`config.mk`:
```
export PLATFORM = sky130hd
export DESIGN_NAME = pli_div
export DESIGN_NICKNAME = d
export VERILOG_FILES = /design/src/sv/pli_pkg.sv /design/src/sv/pli_div.sv
export SDC_FILE = /design/constraint.sdc
export NUM_CORES = 1
export LEC_CHECK = 0
export BUFFER_PORTS_ARGS = -buffer_cell sky130_fd_sc_hd__buf_2
export CAP_MARGIN = 25
export CORE_MARGIN = 8
export CORE_UTILIZATION = 50
export CTS_BUF_LIST = sky130_fd_sc_hd__clkbuf_4
export DETAILED_ROUTE_END_ITERATION = 8
export PLACE_DENSITY_LB_ADDON = 0.08
export SKIP_LAST_GASP = 1
export SYNTH_ARGS = -nofsm -noshare
export SYNTH_HDL_FRONTEND = slang
export SYNTH_SLANG_ARGS = --single-unit
```
`constraint.sdc`:
```
create_clock -name clk -period 4.2 [get_ports clk]
set_input_delay 0.21 -clock clk [delete_from_list [all_inputs] [get_ports clk]]
set_output_delay 0.21 -clock clk [all_outputs]
set_load 0.01 [all_outputs]
```
`src/sv/pli_pkg.sv`:
```
package pli_pkg;

	localparam int TABLE_DEPTH = 256;
	localparam int IDX_W = $clog2(TABLE_DEPTH);
	localparam int CNT_W = $clog2(TABLE_DEPTH + 1);

	localparam int DATA_W = 32;
	localparam int PROD_W = 2 * DATA_W;
	localparam int DIV_STEPS = PROD_W;
	localparam int DIV_CNT_W = $clog2(DIV_STEPS);

	localparam logic [1:0] OP_CLEAR = 2'd0;
	localparam logic [1:0] OP_APPEND = 2'd1;
	localparam logic [1:0] OP_QUERY = 2'd2;

	typedef struct packed {
		logic signed [DATA_W-1:0] bp_value;
		logic signed [DATA_W-1:0] bp_time;
	} entry_t;

	typedef enum logic [2:0] {
		ST_IDLE,
		ST_SCAN,
		ST_DECIDE,
		ST_MUL,
		ST_DIV,
		ST_DONE
	} state_t;

endpackage

```
`src/sv/pli_div.sv`:
```
module pli_div (
	input  logic                         clk,
	input  logic                         arst_n,
	input  logic                         start,
	input  logic [pli_pkg::PROD_W-1:0]   dividend,
	input  logic [pli_pkg::DATA_W-1:0]   divisor,
	output logic                         done,
	output logic [pli_pkg::DATA_W-1:0]   quotient
);

	logic                            busy_q;
	logic                            done_q;
	logic [pli_pkg::DIV_CNT_W-1:0]   cnt_q;
	logic [pli_pkg::PROD_W-1:0]      work_q;
	logic [pli_pkg::DATA_W-1:0]      rem_q;
	logic [pli_pkg::DATA_W-1:0]      divisor_q;
	logic [pli_pkg::DATA_W:0]        rem_shift;
	logic [pli_pkg::DATA_W+1:0]      diff;
	logic                            ge;

	assign rem_shift = {rem_q, work_q[pli_pkg::PROD_W-1]};
	assign diff = {1'b0, rem_shift} - {2'b00, divisor_q};
	assign ge = !diff[pli_pkg::DATA_W+1];

	always_ff @(posedge clk or negedge arst_n) begin
		if (!arst_n) begin
			busy_q <= 1'b0;
			done_q <= 1'b0;
			cnt_q <= '0;
		end else begin
			if (start) begin
				busy_q <= 1'b1;
				cnt_q <= '0;
				done_q <= 1'b0;
			end else if (busy_q) begin
				cnt_q <= cnt_q + 1'b1;
				if (cnt_q == pli_pkg::DIV_CNT_W'(pli_pkg::DIV_STEPS - 1)) begin
					busy_q <= 1'b0;
					done_q <= 1'b1;
				end else begin
					done_q <= 1'b0;
				end
			end else begin
				done_q <= 1'b0;
			end
		end
	end

	always_ff @(posedge clk) begin
		if (start) begin
			work_q <= dividend;
			rem_q <= '0;
			divisor_q <= divisor;
		end else if (busy_q) begin
			work_q <= {work_q[pli_pkg::PROD_W-2:0], ge};
			rem_q <= ge ? diff[pli_pkg::DATA_W-1:0] : rem_shift[pli_pkg::DATA_W-1:0];
		end
	end

	assign done = done_q;
	assign quotient = work_q[pli_pkg::DATA_W-1:0];

endmodule

```
==> summary.md <==
| Metric | Value |
|---|---|
| Core Area | `roughly 14,000 µm²` |
| Area grow syn2layout | `25.70%` |
| Area contributors post-synth | `edfxtp_1, mux2_2, dfxtp_1` |
| Vias in the first global route | `~5,900` |
| Area of the multi-input gates | `~3100 µm²` |
| WP data arrival | `approximately 3.9 ns` |
| DR WL/cell | `between 15 and 20 µm` |
| Chip width | `approximately 140 µm` |
| CP Launch Type | `flop` |
| GPL Wtd Cong | `0.8672` |
| Synth Net Count | `between 800 and 900` |
| Number of flops mapped to enable cells by yosys | `96` |
| HPWL Detailed | `~11 mm` |
| Yosys reg bits | `~140` |
| Comb power frac | `0.401` |
| # resized after CTS | `0` |
| Via count | `5,656` |
| Count of final hold-check violations | `0` |
| Setup TNS | `0 ns` |
| CP required | `4.65 ns` |
| H-tree depth | `4` |
| Overflow after GRT | `0` |
| Status | `complete, no violations` |
| Ys flop type | `edfxtp_1` |
| DR iter-0 viols | `298` |
| Post-CTS Setup Repair Bufs | `0` |
| Mapped Area | `approximately 7400 µm²` |
| Actual slew at the worst max-slew pin | `between 0.9 and 1 ns` |
| Register area | `between 3000 and 4000 µm²` |
| Clock Path Buffers | `2` |
| Met2 wire len | `~8.3 mm` |
| Setup WS pre-CTS | `0.8182 ns` |
| Average cell area after synthesis | `around 11 µm²` |
| PD cells | `between 500 and 600 nW/µm²` |
| Final WL | `~17 mm` |
| Drt pass-1 iters | `5` |
| DRC viols | `0` |
| Netlist cell types | `65` |
| CTS root buf | `clkbuf_4` |
| Max-slew violation count | `0` |
| Num CTS Buffers | `17` |
| Highest Clock Rate | `0.2923 GHz` |
| Gr usage total | `0.1881` |
| Internal Power | `between 3000 and 4000 µW` |
| Most common cell after layout, fill and taps aside | `buf_2` |
| Post-Syn Instances | `670` |
| Initial core utilization | `0.5111` |
| Clock power frac | `0.211` |
| Ratio of cells with drive above 1 in the final layout | `0.2823` |
| Cell taking the most area after synthesis | `edfxtp_1` |
| Final WS setup | `approximately 0.78 ns` |
| Clk slew on worst S/H paths | `0.12 ns` |
| Die height | `roughly 140 µm` |
| Maxcap violations | `0` |
| Fill count | `~1,100` |
| First-pass GRT wire length | `around 28 mm` |
| DRT met1 WL | `approximately 7.5 mm` |
| Clock latency on the worst-skew pair | `between 0.5 and 0.6 ns` |
| Sw power | `roughly 1700 µW` |
| Clock sinks | `136` |
| Post-synth top area share | `0.3896` |
| Leak | `0.004013 µW` |
| Final min period | `3.421 ns` |
| Pin count of the biggest net entering global routing | `71` |
| Commonest non-fill, non-tap cells in the layout | `buf_2, dlygate4sd3_1, edfxtp_1` |
| Antenna Nets Post-Route | `0` |
| Slew margin rel. | `0.3455` |
| Setup Skew | `between 0.015 and 0.02 ns` |
| Crit Path Max Fanout | `5` |
| # setup viols final | `0` |
| CTS tree | `built` |
| Hold buffers post-CTS | `97` |
| WS Path Type | `reg -> reg` |
| Sequential share of power | `0.388` |
| Seq/Total Area, Yosys | `0.5032` |
| IO Count | `~130` |
| Setup crit end kind | `flop` |
| Initial antenna violation count | `1` |
| Met3 WL | `about 1.1 mm` |
| Period Utilization, post-route | `0.8145` |
| Die ar. | `18,950 µm²` |
| Total Nets Final | `approximately 1,000` |
| Hold/Removal Path Class | `in -> async` |
| RSZ-0062 raised after global routing | `false` |
| Yosys warns | `0` |
| Switching part of the total | `0.3621` |
| Async SR Flop Fraction | `0.05882` |
| VDD IR max | `approximately 0.00031 V` |
| Num rows | `between 40 and 50` |
| Via/cell ratio | `between 5 and 6` |
| Top layer in use | `met4` |
| Count of buffers from port buffering | `between 100 and 150` |
[through the flow]
step	instances	area [µm²]	utilization	power (µW)	hold WS (ns)
4_1_cts	1059	9299	0.6422	4742	0.003416
3_3_place_gp	930	7994	0.5521	3623	0.05870
2_1_floorplan	670	7400	-	3257	-0.08559
5_1_grt	1060	9301	0.6424	5047	0.002103
3_5_place_dp	930	7994	0.5521	3667	0.06392
6_report	1060	9301	0.6424	4718	0.05001
[power by group through the flow]
stage          combinational (µW)  sequential (µW)  clock (µW)
6_report                     1890             1830         994
5_1_grt                      2110             1860        1080
3_3_place_gp                 1780             1850           0
4_1_cts                      1890             1830        1020
2_1_floorplan                1440             1810           0
3_5_place_dp                 1810             1860           0
[path summary, 6_finish.rpt]
path	start	to	slack, ns	depth (start not counted)
max in group asynchronous	arst_n	busy_q	3.96	2
setup reg to reg	work_q[63]	rem_q[28]	0.78	13
setup / recovery	work_q[63]	rem_q[28]	0.78	13
hold reg to reg	rem_q[6]	rem_q[7]	0.50	2
min in group clk	start	divisor_q[17]	0.22	1
hold / removal	arst_n	cnt_q[5]	0.05	2
[cell type report]
cell class	instances	area share
inverter	46	0.01856
tap	184	0.02475
antenna	1	0.0002690
clock buffer	19	0.01533
sequential	136	0.4005
clock inverter	13	0.02058
multi-input combinational	426	0.3379
timing repair buffer	235	0.1821
[kinds of logic (layout without fill, tap and decap cells)]
family | Yosys count | after routing | share of synthesized area
simple gates | 162 | 162 | 0.09892
flops | 136 | 136 | 0.5032
compound gates | 134 | 134 | 0.1316
buf+inv | 108 | 313 | 0.07203
mux | 66 | 66 | 0.1003
fa+ha+maj | 34 | 34 | 0.05851
xor+xnor | 30 | 30 | 0.03551
other cells | 0 | 1 | 0
[worst max-delay path, stage by stage (launching register included)]
cell and delay (ns):
edfxtp_1 0.40, inv_1 0.07, ha_1 0.15, inv_1 0.06, fa_1 0.47, a211oi_4 0.33, o21ai_2 0.12, nand4_1 0.12
nand3_2 0.15, a41oi_2 0.30, o21ai_1 0.13, mux2_1 0.31, or4_1 0.49, a311oi_2 0.25
[registers in the layout, summed over array words and instances (netlist names)]
signal and count:
busy_q 1, cnt_q 6, divisor_q 32, done 1, rem_q 32, work_q 64
[Yosys cell counts (4+ instances only)]
library cell,count
edfxtp_1,96
nand2_1,68
mux2_2,64
nor2_1,47
inv_1,45
ha_1,33
buf_4,32
dfxtp_1,32
a21oi_1,27
clkbuf_1,23
a311oi_1,22
xnor2_1,16
o21ai_0,14
xor2_1,14
a21o_1,11
nand4_1,10
dfrtp_1,8
nand3_1,7
nor3_1,7
o21ai_1,7
a31oi_1,6
buf_2,6
o21bai_1,6
a211oi_1,4
or3_1,4
[per-layer routing]
| metal | up-vias | track usage |
|---|---|---|
| met4 | 0 | 0.05130 |
| met2 | 149 | 0.3178 |
| li1 | 2799 | - |
| met1 | 2689 | 0.2220 |
| met3 | 19 | 0.06601 |
| met5 | - | 0 |
Power figures use the tool's default switching activity.
