**src/sv/pli_pkg.sv**
```systemverilog
package pli_pkg;

	localparam int TABLE_DEPTH = 256;
	localparam int IDX_W = $clog2(TABLE_DEPTH);
	localparam int CNT_W = $clog2(TABLE_DEPTH + 1);

	localparam int DATA_W = 32;
	localparam int PROD_W = 2 * DATA_W;
	localparam int DIV_STEPS = PROD_W;
	localparam int DIV_CNT_W = $clog2(DIV_STEPS);

	localparam logic [1:0] OP_CLEAR = 2'd0;
	localparam logic [1:0] OP_APPEND = 2'd1;
	localparam logic [1:0] OP_QUERY = 2'd2;

	typedef struct packed {
		logic signed [DATA_W-1:0] bp_value;
		logic signed [DATA_W-1:0] bp_time;
	} entry_t;

	typedef enum logic [2:0] {
		ST_IDLE,
		ST_SCAN,
		ST_DECIDE,
		ST_MUL,
		ST_DIV,
		ST_DONE
	} state_t;

endpackage

```
**src/sv/pli_cell.sv**
```systemverilog
module pli_cell (
	input  logic            clk,
	input  logic            shift,
	input  pli_pkg::entry_t din,
	output pli_pkg::entry_t dout
);

	pli_pkg::entry_t entry_q;

	always_ff @(posedge clk) begin
		if (shift) begin
			entry_q <= din;
		end
	end

	assign dout = entry_q;

endmodule

```
**config.mk**
```make
export PLATFORM = sky130hd
export DESIGN_NAME = pli_cell
export DESIGN_NICKNAME = d
export VERILOG_FILES = /design/src/sv/pli_pkg.sv /design/src/sv/pli_cell.sv
export SDC_FILE = /design/constraint.sdc
export NUM_CORES = 1
export LEC_CHECK = 0
export BUFFER_PORTS_ARGS = -buffer_cell sky130_fd_sc_hd__buf_2
export CAP_MARGIN = 15
export CORE_UTILIZATION = 36
export CTS_CLUSTER_SIZE = 30
export DETAILED_ROUTE_END_ITERATION = 16
export PLACE_DENSITY = 0.74
export RECOVER_POWER = 50
export SYNTH_ARGS = -nofsm -noshare
export SYNTH_HDL_FRONTEND = slang
export SYNTH_SLANG_ARGS = --single-unit
```
**constraint.sdc**
```tcl
create_clock -name clk -period 0.8 [get_ports clk]
set_input_delay 0.24 -clock clk [delete_from_list [all_inputs] [get_ports clk]]
set_output_delay 0.24 -clock clk [all_outputs]
set_load 0.1 [all_outputs]
```
==> metrics.cfg, run 1 <==
[status]
status = finished with violations
failed_checks = setup timing

[layout]
layout.nets = 272
final_layout_size_suffix_gt1_share_pct = 68.25
multiInputGateArea_um2 = 0
synthToLayoutAreaGrowth_pct = 99.61
largest_reg_flops = 64
final_cells = 281
multi_input_comb_cells = 0
diodes = 0

[worst_setup_path]
crit_slowest_cell = edfxtp_1
crit_type = reg2out
cp-end-kind = output port
start_kind = flip-flop
cp_cell_sequence = buf_12
cp.buffers_inverters = 1
cp.arrival_ns = 0.95
cpPeakStageDelay_ns = 0.42
worstPathRequired_ns = 0.56
crit_fanout = 1
path_delay_family = flip-flops

[grt]
grt_max_degree = 38
grt_pass1_vias = 1140
grt_antenna_before_repair = 0
grt_pass1_wl_mm = 5.761
grt_use_total_pct = 15.44
overflow = 0

[clocking]
cts-root-buf = clkbuf_8
numClockSinks = 64
cts.path.max_buffers = 2
clk_pin_slew_ns = 0.07
cts_max_level = 3
cts_buffers = 9
hold_buffers = 0
cts_resized = 0
cts_tree = yes

[floorplanning]
core_um2 = 5140
num_rows = 26
die_y_um = 75.07
ios = 130
fp.dieArea_um2 = 5635
die_w_um = 75.07
initial_core_util_pct = 37.39

[synth]
synth_top_area_share_pct = 100.0
yosysMostFrequentCell = edfxtp_1
synthCells = 64
synth_warnings = 0
ys_types = 1
synth-edff-count = 64
ys_seq_area_share_pct = 100.0
ys_ff_latch = 64
synth_nets = 130
synth_area_um2 = 1922
synth.largest_area_cell = edfxtp_1
synth-async-reset-ratio_pct = 0
synth_area_leaders = edfxtp_1
syn_avg_cell_area_um2 = 30.03
yosys-top-cells-count = edfxtp_1
ys.flop_type = edfxtp_1

[worst_hold_path]
min_path_type = in2reg

[pwr]
p_switching_mw = 3.449
power.density_nw_per_um2 = 2595
swShare_pct = 34.65
p_seq_share_pct = 42.3
power_frac_comb_pct = 31.9
finalPower_mw = 9.954
p_clk_share_pct = 25.8
p_leak_nw = 1.596
peakVddDrop_mv = 1.983
intPower_mw = 6.505

[drt]
antenna_left = 0
wl_mm = 4.244
via_count = 1188
drtIter0Drc = 50
vias_per_cell = 4.228
drc = 0
wl_per_cell_um = 15.10
first_pass_iters = 4

[placement]
place.port_buffers = 129
dp_cells = 265
place_congestion = 0.6645

[timing]
worst_hold_slack_ns = 0.07428
final_max_slew_viol_count = 0
setup_slack_ns = -0.3922
min_period_over_period_pct = 149.0
rsz0062_at_grt = yes
layout_min_cycle_time_ns = 1.192
report.final.setup_viol = 64
fmax_mhz = 838.8
hold_violations = 0
slew_headroom_pct = 86.67
tightestPinTransition_ns = 0.1999

[flow_run]
drv_cap = 0

placed cells by master, fill, tap and decap left out:
master     instances
buf_12            66
buf_2             65
bufinv_16          1
clkbuf_1           3
clkbuf_8           9
clkinv_2           3
edfxtp_1          64
cell families (layout without fill, tap and decap cells):
| logic type | after synthesis | in the layout | synth area share (%) |
|---|---|---|---|
| flip-flops | 64 | 64 | 100.0 |
| buffers and inverters | 0 | 147 | 0 |
final cells by class:
cell class | count | area (µm²)
Clock buffer | 12 | 135.1
Fill cell | 295 | 1304
Tap cell | 70 | 87.58
Sequential cell | 64 | 1922
Timing Repair Buffer | 131 | 1647
Clock inverter | 4 | 45.04
per-layer routing:
metal	up-vias	routed length (µm)	track usage, %
met5	-	0	0
met2	84	2226	25.93
met4	0	107	9.224
met1	550	1369	15.16
met3	10	540	8.032
li1	544	-	-
stage by stage:
stage	cell area [µm²]	TNS, ns	utilization (%)	setup slack (ns)
floorplan	1922	-22.02	-	-0.3440
global placement	3656	-7.366	71.13	-0.1170
detailed placement	3656	-9.608	71.13	-0.1445
CTS	3836	-25.39	74.63	-0.4238
global route	3836	-26.22	74.63	-0.4314
finish	3836	-24.08	74.63	-0.3922
worst paths after layout:
kind / endpoint / slack (ns) / cells after the start / from
setup / recovery: dout[59] / -0.39 / 1 / dout[59]
hold / removal: dout[42] / 0.07 / 1 / din[42]
power by group through the flow:
stage	logic, mW	clock network, mW	registers [mW]
finish	3.17	2.57	4.21
global route	3.23	2.77	4.23
CTS	3.19	2.64	4.22
detailed placement	3.19	0	4.29
global placement	3.15	0	4.27
floorplan	0	0	6.03
what timing repair did:
action | 4_1_cts | 5_1_grt
buffers inserted | 0 | 0
gates cloned | 0 | 0
endpoints found under the setup margin | 64 | 64
No activity file was read; power rests on OpenSTA's default activity.
==> run 2, diff against run 1 <==
--- a/config.mk
+++ b/config.mk
@@ -10,7 +10,7 @@
 export CORE_UTILIZATION = 36
 export CTS_CLUSTER_SIZE = 30
 export DETAILED_ROUTE_END_ITERATION = 16
-export PLACE_DENSITY = 0.74
+export PLACE_DENSITY_LB_ADDON = 0.15
 export RECOVER_POWER = 50
 export SYNTH_ARGS = -nofsm -noshare
 export SYNTH_HDL_FRONTEND = slang
==> run 2 against run 1 <==
  * The run still ends with setup timing left
  * Sequential cell count unchanged
  * Utilization decreased by 0.12 points
  * Sequential share of layout area increased by 0.082 points
  * Count of clock-buffer cells in the layout decreased by 2
  * Worst hold slack improved by 0.0062 ns
  * Largest power group unchanged
  * Highest routed layer unchanged
==> metrics.cfg, run 2 (synthesis results as in run 1) <==
[drt]
top_layer = met4  ; unchanged
vias_per_cell = 4.254  ; was 4.228
wl_per_cell_um = 15.78  ; was 15.10 µm
wl_mm = 4.419  ; was 4.244 mm
drtIter0Drc = 79  ; was 50
wl_met1_mm = 1.544  ; was 1.369 mm
wl_met2_mm = 2.433  ; was 2.226 mm
drc = 0  ; unchanged
wl_met3_um = 340  ; was 540 µm
antenna_left = 0  ; unchanged
via_count = 1191  ; was 1188
first_pass_iters = 4  ; unchanged

[worst_setup_path]
cpPeakStageDelay_ns = 0.43  ; was 0.42 ns
cp-end-kind = output port  ; unchanged
crit_slowest_cell = edfxtp_1  ; unchanged
worstPathRequired_ns = 0.56  ; about the same
crit_fanout = 1  ; unchanged
cp_cell_sequence = buf_12  ; unchanged
crit_type = reg2out  ; unchanged
cp.buffers_inverters = 1  ; unchanged
cp.arrival_ns = 0.95  ; about the same
start_kind = flip-flop  ; unchanged
path_delay_family = flip-flops  ; unchanged

[timing]
rsz0062_at_grt = yes  ; unchanged
hold_violations = 0  ; unchanged
report.final.setup_viol = 64  ; unchanged
setup_slack_ns = -0.3931  ; was -0.3922 ns
final_max_slew_viol_count = 0  ; unchanged
tightestPinTransition_ns = 0.2054  ; was 0.1999 ns
slew_headroom_pct = 86.31  ; was 86.67%
min_period_over_period_pct = 149.1  ; was 149.0%
fmax_mhz = 838.2  ; was 838.8 MHz
layout_min_cycle_time_ns = 1.193  ; was 1.192 ns

[pwr]
swShare_pct = 34.64  ; was 34.65%
p_seq_share_pct = 42.6  ; was 42.3%
p_leak_nw = 1.590  ; was 1.596 nW
finalPower_mw = 9.901  ; was 9.954 mW
power_frac_comb_pct = 32.0  ; was 31.9%
p_switching_mw = 3.429  ; was 3.449 mW
power.density_nw_per_um2 = 2585  ; was 2595 nW/µm²
intPower_mw = 6.472  ; was 6.505 mW
peakVddDrop_mv = 1.677  ; was 1.983 mV
p_clk_share_pct = 25.4  ; was 25.8%

[layout]
synthToLayoutAreaGrowth_pct = 99.28  ; was 99.61%
multi_input_comb_cells = 0  ; unchanged
mostFrequentLayoutCells = buf_12, edfxtp_1, buf_2  ; was buf_12, buf_2, edfxtp_1
layout.nets = 272  ; unchanged
final_layout_size_suffix_gt1_share_pct = 67.62  ; was 68.25%
multiInputGateArea_um2 = 0  ; unchanged
fillers = 309  ; was 295
layout_commonest_cell = buf_12  ; unchanged
largest_reg_flops = 64  ; unchanged
diodes = 0  ; unchanged

[clocking]
cts_tree = yes  ; unchanged
cts-root-buf = clkbuf_8  ; unchanged
cts_max_level = 3  ; unchanged
cts_buffers = 9  ; unchanged
numClockSinks = 64  ; unchanged
cts.path.max_buffers = 2  ; unchanged
cts_resized = 0  ; unchanged
cts_setup_buffers = 0  ; unchanged
clk_pin_slew_ns = 0.07  ; about the same

[grt]
overflow = 0  ; unchanged
grt_use_total_pct = 15.69  ; was 15.44%
grt_antenna_before_repair = 0  ; unchanged
grt_pass1_vias = 1201  ; was 1140
grt_pass1_wl_mm = 5.940  ; was 5.761 mm
grt_max_degree = 39  ; was 38

[floorplanning]
die_y_um = 75.07  ; unchanged
num_rows = 26  ; unchanged
die_w_um = 75.07  ; unchanged
core_um2 = 5140  ; unchanged
initial_core_util_pct = 37.39  ; unchanged
fp.dieArea_um2 = 5635  ; unchanged
ios = 130  ; unchanged

[worst_hold_path]
hold_path_end = dout[40]  ; was dout[42]
min_from = din[40]  ; was din[42]
min_path_type = in2reg  ; unchanged
min_path_cells = 1  ; unchanged

[placement]
place.port_buffers = 129  ; unchanged
place_congestion = 0.6756  ; was 0.6645
place_ws_ns = -0.1416  ; was -0.1445 ns

[status]
status = finished with violations  ; unchanged
failed_checks = setup timing  ; unchanged

[flow_run]
drv_cap = 0  ; unchanged

## run 2: layout make-up
type                  instances  area, µm²  share of cell area, %
Sequential cell              64       1922                  50.18
Timing Repair Buffer        131       1644                  42.93
Clock buffer                 10      127.6                  3.332
Tap cell                     70      87.58                  2.287
Clock inverter                5      48.80                  1.274
## run 2: how the worst max path moves through the flow
stage | startpoint | end | depth (start not counted) | slack [ns]
after floorplan | dout[0] | dout[0] | 0 | -0.34
after global routing | dout[42] | dout[42] | 1 | -0.43
after global placement | shift | dout[25] | 2 | -0.12
after CTS | dout[35] | dout[35] | 1 | -0.42
after detailed placement | shift | dout[41] | 2 | -0.14
final | dout[35] | dout[35] | 1 | -0.39
## run 2: repair_timing
| action | 4_1_cts | 5_1_grt |
|---|---|---|
| cloned | 0 | 0 |
| setup endpoints to repair | 64 | 64 |
| hold buffers | 0 | 0 |
## run 2: per-layer routing
| metal | vias to the layer above | global-route usage [%] |
|---|---|---|
| li1 | 544 | - |
| met5 | - | 0 |
| met2 | 65 | 26.53 |
| met4 | 0 | 9.434 |
| met3 | 8 | 6.024 |
| met1 | 574 | 16.65 |
## run 2: power groups by stage
| stage | logic [mW] | clock network (mW) | registers [mW] |
|---|---|---|---|
| floorplan | 0 | 0 | 6.03 |
| global placement | 3.16 | 0 | 4.27 |
| detailed placement | 3.19 | 0 | 4.29 |
| CTS | 3.19 | 2.57 | 4.22 |
| global route | 3.23 | 2.71 | 4.24 |
| finish | 3.17 | 2.52 | 4.22 |
## run 2: metrics by stage
step / cells / hold WS, ns / util [%] / area (µm²) / TNS, ns
2_1_floorplan: 64 / 0.3389 / - / 1922 / -22.02
3_3_place_gp: 265 / 0.4166 / 71.13 / 3656 / -7.711
3_5_place_dp: 265 / 0.4187 / 71.13 / 3656 / -9.270
4_1_cts: 280 / 0.06945 / 74.56 / 3832 / -24.88
5_1_grt: 280 / 0.06921 / 74.51 / 3830 / -25.70
6_report: 280 / 0.08045 / 74.51 / 3830 / -23.92
